<file path="src/rtl/cau_div_cell.sv">
// one restoring division cell: one quotient bit per lane, two lanes
// no package dependencies
module cau_div_cell #(
    parameter int W  = 32,
    parameter int SW = 8
) (
    input  logic                   i_clk,
    input  logic                   i_rst_n,
    input  logic                   i_valid,
    output logic                   o_ready,
    input  logic [2*W-1:0]         i_den,
    input  logic [1:0][2*W-1:0]    i_rem,
    input  logic [1:0][W-1:0]      i_nbits,
    input  logic [1:0][W-1:0]      i_quo,
    input  logic [SW-1:0]          i_side,
    output logic                   o_valid,
    input  logic                   i_ready,
    output logic [2*W-1:0]         o_den,
    output logic [1:0][2*W-1:0]    o_rem,
    output logic [1:0][W-1:0]      o_nbits,
    output logic [1:0][W-1:0]      o_quo,
    output logic [SW-1:0]          o_side
);

    logic                r_valid;
    logic [2*W-1:0]      r_den;
    logic [1:0][2*W-1:0] r_rem, n_rem;
    logic [1:0][W-1:0]   r_nbits, n_nbits, r_quo, n_quo;
    logic [SW-1:0]       r_side;
    logic [1:0][2*W:0]   trial, diff;

    assign o_ready = !r_valid || i_ready;

    always_comb begin
        for (int l = 0; l < 2; l++) begin
            trial[l]   = {i_rem[l], i_nbits[l][W-1]};
            diff[l]    = trial[l] - {1'b0, i_den};
            n_rem[l]   = diff[l][2*W] ? trial[l][2*W-1:0] : diff[l][2*W-1:0];
            n_quo[l]   = {i_quo[l][W-2:0], !diff[l][2*W]};
            n_nbits[l] = {i_nbits[l][W-2:0], 1'b0};
        end
    end

    always_ff @(posedge i_clk) begin
        if (!i_rst_n) begin
            r_valid <= 1'b0;
        end else if (o_ready) begin
            r_valid <= i_valid;
        end
    end

    always_ff @(posedge i_clk) begin
        if (o_ready && i_valid) begin
            r_den   <= i_den;
            r_rem   <= n_rem;
            r_nbits <= n_nbits;
            r_quo   <= n_quo;
            r_side  <= i_side;
        end
    end

    assign o_valid = r_valid;
    assign o_den   = r_den;
    assign o_rem   = r_rem;
    assign o_nbits = r_nbits;
    assign o_quo   = r_quo;
    assign o_side  = r_side;

endmodule

</file>
<file path="config.mk">
export PLATFORM = sky130hd
export DESIGN_NAME = cau_div_cell
export DESIGN_NICKNAME = d
export VERILOG_FILES = /design/src/rtl/cau_div_cell.sv
export SDC_FILE = /design/constraint.sdc
export NUM_CORES = 1
export LEC_CHECK = 0
export BUFFER_PORTS_ARGS = -buffer_cell sky130_fd_sc_hd__buf_2
export CAP_MARGIN = 15
export CORE_AREA = 5 5 253 255
export CTS_BUF_LIST = sky130_fd_sc_hd__clkbuf_16
export CTS_CLUSTER_SIZE = 14
export DETAILED_ROUTE_END_ITERATION = 6
export DIE_AREA = 0 0 258 260
export MAX_ROUTING_LAYER = met4
export PLACE_DENSITY = 0.64
export SLEW_MARGIN = 20
export SYNTH_ARGS = -nofsm -noshare
export SYNTH_HDL_FRONTEND = slang
export SYNTH_SLANG_ARGS = --single-unit
</file>
<file path="constraint.sdc">
create_clock -name i_clk -period 11.5 [get_ports i_clk]
set_clock_uncertainty 0.15 [all_clocks]
set_input_delay 0 -clock i_clk [delete_from_list [all_inputs] [get_ports i_clk]]
set_output_delay 0 -clock i_clk [all_outputs]
set_load 0.01 [all_outputs]
</file>
### Word level (Yosys, flattened, before mapping)

Cells that the tools add are included.

* $add $sub $neg: 2
* reductions and logical operators: 5
* mux-type cells: 2

Operators with widths (number)
* $sub A65 B64 Y65: 2
* $mux W64: 2
* $logic_not A1 Y1: 3
* $logic_and A1 B1 Y1: 1
* $logic_or A1 B1 Y1: 1

* output and inout port bits: 330
* input port bits: 332
* word-level logic and storage cells: 18
* register bits after elaboration: 327

### Longest topological paths before layout

Gate-level depths: netlist of run 1.

* depth in word-level cells: 3
* mapped depth: 16
* gate-level depth less buffers: 14

### Worst setup path after synthesis of run 1

OpenSTA, ideal clock, no wires.

* kind: flip-flop to flip-flop
* start: register r_valid (netlist: o_valid)
* end: register r_den[0] (netlist: o_den[0]) (enable)
* setup slack: 2.702 ns
* arrival: 7.917 ns
* library setup time: 0.731 ns
* period minus slack after synthesis: 8.798 ns
* stages on the path, launching flop included: 3
* required time: 10.619 ns
* path buffers: 0
* cell sequence: dfxtp_1 -> nand2b_1 -> and2_1

* cells in the longest elaborated chain, start to end: 3

Ends and longest elaborated chain
* start: declaration: line 25 `logic r_valid;`
* start signal: assignment: line 48 `r_valid <= i_valid;`
* $logic_not A1 Y1: line 32 `assign o_ready = !r_valid || i_ready;`
* $logic_or A1 B1 Y1: line 32
* named net o_ready: line 10 `output logic o_ready,`
* $logic_and A1 B1 Y1: line 53 `if (o_ready && i_valid) begin`
* end signal: assignment: line 54 `r_den <= i_den;`
* end: declaration: line 26 `logic [2*W-1:0] r_den;`

The timed path passes the listed nets, and every way through them passes these cells.
A chain may end at the register's enable or synchronous reset.

==> results of run 1 <==
[power groups by stage]
stage	Clock (uW)	Sequential (uW)	Combinational [uW]
after detailed placement	0	1510	935
final	1280	1490	1060
after CTS	1320	1490	1060
after global routing	1370	1500	1150
after global placement	0	1510	928
after floorplan	0	1580	543
[flip-flops by register name, summed over array words and instances, names as in the netlist]
name	cells
o_rem	128
o_den	64
o_quo	64
o_nbits	62
o_side	8
o_valid	1
[per-layer routing]
metal	vias to the layer above	track usage (%)
li1	8522	-
met1	8619	26.42
met2	718	41.39
met3	119	5.282
met4	0	7.120
met5	-	-
[critical path, cell delays in order]
cell	delay, ps
sky130_fd_sc_hd__dlygate4sd3_1	530
sky130_fd_sc_hd__buf_2	150
sky130_fd_sc_hd__ha_1	220
sky130_fd_sc_hd__fa_1	400
sky130_fd_sc_hd__nand2b_1	230
sky130_fd_sc_hd__a21oi_2	270
sky130_fd_sc_hd__o211ai_2	170
sky130_fd_sc_hd__a21bo_2	300
sky130_fd_sc_hd__a211oi_2	370
sky130_fd_sc_hd__o2111ai_2	230
sky130_fd_sc_hd__a21oi_2	260
sky130_fd_sc_hd__o22ai_2	150
sky130_fd_sc_hd__o21ai_2	250
sky130_fd_sc_hd__xor2_4	150
sky130_fd_sc_hd__buf_4	430
sky130_fd_sc_hd__buf_4	680
sky130_fd_sc_hd__mux2_4	350
[per-stage QoR]
stage,cells,instance area [um2],utilization [%]
after floorplan,1710,19280,-
after detailed placement,3088,23210,37.82
after global placement,3088,23210,37.82
after CTS,3583,28760,46.86
final,3602,28810,46.95
after global routing,3602,28810,46.95
[how the worst max path moves through the flow]
stage,slack [ps],to,startpoint,cells past startpoint
finish,6450,o_rem[88],i_den[0],17
floorplan,2700,o_den[0],o_valid,2
detailed placement,6440,o_rem[124],i_den[0],16
global route,6150,o_rem[3],i_den[0],16
CTS,6470,o_rem[124],i_den[0],17
global placement,6480,o_rem[89],i_den[0],16
[cell families after synthesis]
| family | count (synthesis) | share of synthesized area, % |
|---|---|---|
| buf+inv | 174 | 4.121 |
| compound gates | 505 | 16.82 |
| other cells | 1 | 0.01945 |
| xor+xnor | 120 | 5.451 |
| fa+ha+maj | 130 | 8.515 |
| mux | 70 | 4.932 |
| simple gates | 382 | 9.261 |
| flops | 327 | 50.88 |
[cell usage in the layout (no fill, tap or decap), drive strengths merged, types with 14 or more instances in the layout]
cell type    Yosys  layout
a21o            75      75
a211oi          15      15
nand4           41      41
xnor2           69      69
o21ai          129     129
edfxtp         326     326
and3            15      15
nor2            70      70
mux2            65      65
nand2          165     165
buf             32     664
a21oi          154     154
clkbuf          44      41
diode            0      18
nor3            21      21
ha             128     128
inv             98     108
nand3           28      28
a31oi           14      14
xor2            51      51
o21a            17      17
o21bai          26      26
dlygate4sd3      0     424
o211ai          15      15
[final cells by class]
class                   instances  area share, %
diodes                         18         0.1563
repair buffers               1088          26.32
clock inverters                31         0.9901
well taps                     790          3.431
flip-flops and latches        327          34.05
inverters                      98          1.277
multi-input cells            1209          30.22
clock buffers                  41          3.561
==> key figures, run 1 <==
Clocking
  – Max Root-Sink Buffers: 3
  – Cell chosen for the clock root: sky130_fd_sc_hd__clkbuf_16
  – Clk pin slew, worst setup/hold paths: 60 ps
  – Sinks on the clock net: 327
  – Clock tree from TritonCTS: built
  – Hold-fix buffers at CTS: 423
  – # Post-CTS Setup Buffers: 0
  – Inserted Clock Buffers: 41
  – Clock latency on the worst-skew pair: 560 ps
  – Resized Gates After CTS: 0
  – H-tree level count: 2

Route
  – First drt pass iteration count: 5
  – Detailed route wirelength on metal3: 5442 um
  – Number of vias per cell after detailed routing: 4.991
  – Top layer used by detailed routing: met4
  – Vias post-DR: roughly 18000
  – Routed WL per cell: roughly 22 um
  – Met2 WL: 40640 um
  – Final wirelength: 80350 um
  – Remaining antenna violation count after routing: 0
  – Drc violations: 0
  – Initial DRC Count: 1229
  – M1 WL: between 30000 and 40000 um

Global route
  – GRT Resource Usage Total: 23.35%
  – Number of global-route vias before repair: about 19000
  – Global-route wire length before repair: approximately 120000 um
  – Antenna violations before repair: 18
  – Largest net degree at the start of global routing: 81
  – Remaining Overflow, GRT: 0

Synth
  – Area share of the largest cell type after synthesis: 50.78%
  – Post-synthesis cell type with the largest combined area: sky130_fd_sc_hd__edfxtp_1
  – Fraction of the yosys area taken by sequential cells: about half
  – Leading post-synthesis cells by cell area: sky130_fd_sc_hd__edfxtp_1 51%, sky130_fd_sc_hd__ha_1 8.3%, sky130_fd_sc_hd__a21oi_1 3.9%, sky130_fd_sc_hd__mux2_4 3.5%, sky130_fd_sc_hd__nand2_1 3.2%
  – Cell count after synthesis: roughly 1700
  – Count of unique library cells instantiated by Yosys: 85
  – Most used DFF post-synth: sky130_fd_sc_hd__edfxtp_1
  – Number of flip-flops and latches in the synthesized netlist: 327
  – Most numerous cell types in the synthesized netlist: 326 x sky130_fd_sc_hd__edfxtp_1, 164 x sky130_fd_sc_hd__nand2_1, 150 x sky130_fd_sc_hd__a21oi_1
  – Yosys warns: 0
  – Number of enable flip-flop cells after synthesis: 326
  – Asr flop ratio synth: 0%
  – Mean instance size in the synthesized netlist: roughly 11 um2
  – Netlist area before placement: 19280 um2
  – Most used standard cell by instance count after synthesis: sky130_fd_sc_hd__edfxtp_1

Placement
  – Final weighted congestion in routability-driven placement: 0.9508
  – HPWL after detailed placement: 61990 um
  – Worst setup slack before clock tree synthesis: 6439 ps
  – Count of buffers from port buffering: ~660

STA
  – Minimum period implied by the final worst setup slack: 5053 ps
  – Pin slew with the least headroom to its limit: 1057 ps
  – Slew HR: 29.55%
  – Sum of negative setup slack: 0 ps
  – Min setup slack post-route: between 6000 and 7000 ps
  – Number of slew-limit violations in the final report: 0
  – Post-Route Hold Slack: 29.35 ps
  – Number of endpoints failing setup at the final stage: 0
  – Fmax: approximately 0.20 GHz
  – Period utilisation layout: 43.94%
  – RSZ-0062 raised after global routing: false
  – Number of failing hold endpoints at the final stage: 0

Power and ir drop
  – Power share of the clock group: 33.4%
  – Static leakage: 0.01266 uW
  – PD cells: approximately 130 nW/um2
  – Sw Ratio: 30.15%
  – Power share of the combinational group: between 20% and 30%
  – Sequential Power Share: 38.8%
  – Cell internal power dissipation: 2676 uW
  – Peak ir drop on the vdd network: 119.7 uV
  – Total power: approximately 3800 uW
  – Switching pwr: 1155 uW

Die
  – Width of the die: approximately 260 um
  – Placeable core region: 61370 um2
  – Die area: 67080 um2
  – Floorplan die height: 260 um
  – Effective utilization at floorplan: 31.42%
  – Number of rows created at floorplan: 91
  – Boundary pin count: 662

Critical path
  – Minimum setup slack among reg-to-reg paths: 8040 ps
  – Worst Path Required: 11650 ps
  – Element type at the critical path end: register
  – Maximum fanout along the worst path: 39
  – Arrival time at the worst endpoint: 5200 ps
  – Number of cell instances on the worst register-to-register path: 4
  – Critical register-to-register path startpoint: o_valid
  – Type of element launching the critical path: input port
  – Critical path type: in2reg
  – Endpoint of the worst register-to-register path: o_rem[123]

Worst hold path
  – HP Class: in2reg
  – Number of cells on the worst hold path: 2
  – Startpoint of the most critical hold path: i_den[5]
  – Worst hold path endpoint: o_den[5]

Layout
  – Area taken by flip-flops and latches: 9809 um2
  – Number of nets in the layout: 3227
  – Area added between synthesis and finish: 49.44%
  – Total area of multi-input combinational cells: around 8700 um2
  – Share of cells above drive strength 1: 29.56%
  – Count of filler cells inserted in the layout: 5523

Run status
  – Status: finished clean

Job
  – MaxCap Viol Count: 0
Note: power is estimated with default switching activity, not from simulation.
==> inputs of run 2 (changes only) <==
==> constraint.sdc (replaced) <==
create_clock -name i_clk -period 5.2 [get_ports i_clk]
set_clock_uncertainty 0.15 [all_clocks]
set_input_delay 0 -clock i_clk [delete_from_list [all_inputs] [get_ports i_clk]]
set_output_delay 0 -clock i_clk [all_outputs]
set_load 0.01 [all_outputs]
==> run 2 against run 1 <==
  * Highest routed layer unchanged
  * Setup slack worse by 6100 ps
  * Clock power up 120%
  * Largest cell class unchanged
  * Critical path type unchanged
  * Critical endpoint is now o_rem[68]
  * Sequential cell count stayed put
  * Sequential power increased by 120%
==> key figures, run 2 (same netlist as run 1, synthesis figures left out) <==
Run status
  – Status: finished clean

STA
  – Number of endpoints failing setup at the final stage: 0
  – Slew HR: 49.32%
  – Fmax: 0.2048 GHz
  – Min setup slack post-route: 316.3 ps
  – Minimum period implied by the final worst setup slack: 4884 ps
  – RSZ-0062 raised after global routing: false
  – Pin slew with the least headroom to its limit: 753.7 ps
  – Sum of negative setup slack: 0 ps
  – Number of failing hold endpoints at the final stage: 0
  – Period utilisation layout: between 90% and 100%
  – Number of slew-limit violations in the final report: 0

Critical path
  – Critical register-to-register path startpoint: o_valid
  – Arrival time at the worst endpoint: 5050 ps
  – CP Capture Point: o_rem[68]
  – Element type at the critical path end: register
  – Minimum setup slack among reg-to-reg paths: 2790 ps
  – Type of element launching the critical path: input port
  – Worst Path Required: 5370 ps
  – Critical path type: in2reg
  – Source of the critical timing path: i_den[0]
  – Number of cell instances on the worst register-to-register path: 3
  – Endpoint of the worst register-to-register path: o_den[62]
  – Maximum fanout along the worst path: 26

Layout
  – Commonest non-fill, non-tap cells in the layout: 657 x sky130_fd_sc_hd__buf_2, 470 x sky130_fd_sc_hd__dlygate4sd3_1, 326 x sky130_fd_sc_hd__edfxtp_1, 164 x sky130_fd_sc_hd__nand2_1, 150 x sky130_fd_sc_hd__a21oi_1
  – Leading cell type in the layout, fill and taps excluded: sky130_fd_sc_hd__buf_2
  – Share of cells above drive strength 1: 28.94%
  – Flip-flop count of the largest register, all copies and words added: between 100 and 150
  – Area added between synthesis and finish: 52.27%
  – Design area: 29360 um2
  – Number of nets in the layout: 3275

Route
  – Met2 WL: 40650 um
  – Drc violations: 0
  – Detailed route wirelength on metal3: approximately 5600 um
  – Top layer used by detailed routing: met4
  – First drt pass iteration count: 7
  – Routed WL per cell: 22.39 um
  – Initial DRC Count: 1179
  – Final wirelength: 81900 um
  – Vias post-DR: 18246
  – Number of vias per cell after detailed routing: 4.989
  – M1 WL: 31440 um
  – Remaining antenna violation count after routing: 0

Global route
  – Antenna violations before repair: 23
  – Number of global-route vias before repair: 19200
  – GRT Resource Usage Total: between 20% and 30%
  – Largest net degree at the start of global routing: 108
  – Global-route wire length before repair: 119300 um
  – Remaining Overflow, GRT: 0

Placement
  – HPWL after detailed placement: 62650 um
  – Placement Cell Area: 23280 um2
  – Count of buffers from port buffering: 657
  – Final weighted congestion in routability-driven placement: ~0.95
  – Worst setup slack before clock tree synthesis: 819.4 ps

Job
  – MaxCap Viol Count: 0

Clocking
  – Clock latency on the worst-skew pair: 590 ps
  – Cell chosen for the clock root: sky130_fd_sc_hd__clkbuf_16
  – Clock tree from TritonCTS: built
  – H-tree level count: 2
  – Sinks on the clock net: 327
  – Clk pin slew, worst setup/hold paths: 60 ps
  – Resized Gates After CTS: 0
  – Max Root-Sink Buffers: 3
  – Inserted Clock Buffers: 40

Die
  – Placeable core region: 61370 um2
  – Floorplan die height: between 200 and 300 um
  – Width of the die: 258 um
  – Effective utilization at floorplan: 31.42%
  – Boundary pin count: 662
  – Die area: approximately 67000 um2
  – Number of rows created at floorplan: 91

Power and ir drop
  – Total power: 8548 uW
  – Power share of the clock group: 33.4%
  – Sequential Power Share: 38.5%
  – Cell internal power dissipation: 5968 uW
  – Static leakage: 0.01290 uW
  – Switching pwr: between 2000 and 3000 uW
  – Sw Ratio: a little under a third
  – Peak ir drop on the vdd network: 199.1 uV
  – Power share of the combinational group: roughly 28%
  – PD cells: 291.2 nW/um2

Worst hold path
  – HP Class: in2reg
==> run 2: worst max-delay path, stage by stage <==
cell and delay (ps):
sky130_fd_sc_hd__dlygate4sd3_1 540, sky130_fd_sc_hd__buf_2 150, sky130_fd_sc_hd__ha_1 230, sky130_fd_sc_hd__fa_1 400, sky130_fd_sc_hd__nand2b_1 210, sky130_fd_sc_hd__a21oi_2 240
sky130_fd_sc_hd__o211ai_2 180, sky130_fd_sc_hd__a21bo_2 290, sky130_fd_sc_hd__a211oi_2 400, sky130_fd_sc_hd__o2111ai_2 190, sky130_fd_sc_hd__a21oi_2 230, sky130_fd_sc_hd__o22ai_2 140
sky130_fd_sc_hd__o21ai_2 250, sky130_fd_sc_hd__xor2_4 200, sky130_fd_sc_hd__buf_4 410, sky130_fd_sc_hd__mux2_2 390, sky130_fd_sc_hd__dlygate4sd3_1 540
==> run 2: layer usage <==
| metal | vias up | GRT usage (%) |
|---|---|---|
| met1 | 8757 | 26.56 |
| met2 | 703 | 41.18 |
| met4 | 0 | 10.89 |
| met3 | 166 | 5.621 |
| li1 | 8620 | - |
| met5 | - | - |
==> run 2: power by group through the flow <==
stage	clock (uW)	combinational (uW)	sequential, uW
finish	2850	2400	3290
global route	3040	2600	3310
CTS	2940	2400	3290
detailed placement	0	2090	3340
global placement	0	2060	3340
floorplan	0	1200	3480
==> run 2: metrics by stage <==
| stage | cells | hold WS (ps) | utilization, % |
|---|---|---|---|
| floorplan | 1710 | -51.13 | - |
| global placement | 3091 | 27.40 | 37.94 |
| detailed placement | 3091 | 28.18 | 37.94 |
| CTS | 3633 | 0.3915 | 47.73 |
| global route | 3657 | 0.1905 | 47.84 |
| finish | 3657 | 13.27 | 47.84 |
==> run 2: final cells by class <==
type                            instances  area [um2]
Antenna cell                           23       57.56
Clock buffer                           40        1001
Clock inverter                         33       309.0
Fill cell                            5515       32010
Inverter                               98       367.9
Multi-Input combinational cell       1209        8706
Sequential cell                       327        9809
Tap cell                              790       988.4
Timing Repair Buffer                 1137        8118
==> run 2: worst min-delay path by stage <==
stage,start,end,slack [ps],depth (start not counted)
floorplan,i_den[0],o_den[0],-50,0
global placement,i_nbits[59],o_nbits[60],30,1
detailed placement,i_quo[56],o_quo[57],30,1
CTS,i_quo[9],o_quo[10],0.4,2
global route,i_nbits[16],o_nbits[17],0.2,2
finish,i_nbits[16],o_nbits[17],10,2
==> run 2: what timing repair did <==
item | CTS | global route
hold endpoints to repair | 370 | 1
hold buffers | 469 | 1
buffers inserted | 0 | 0
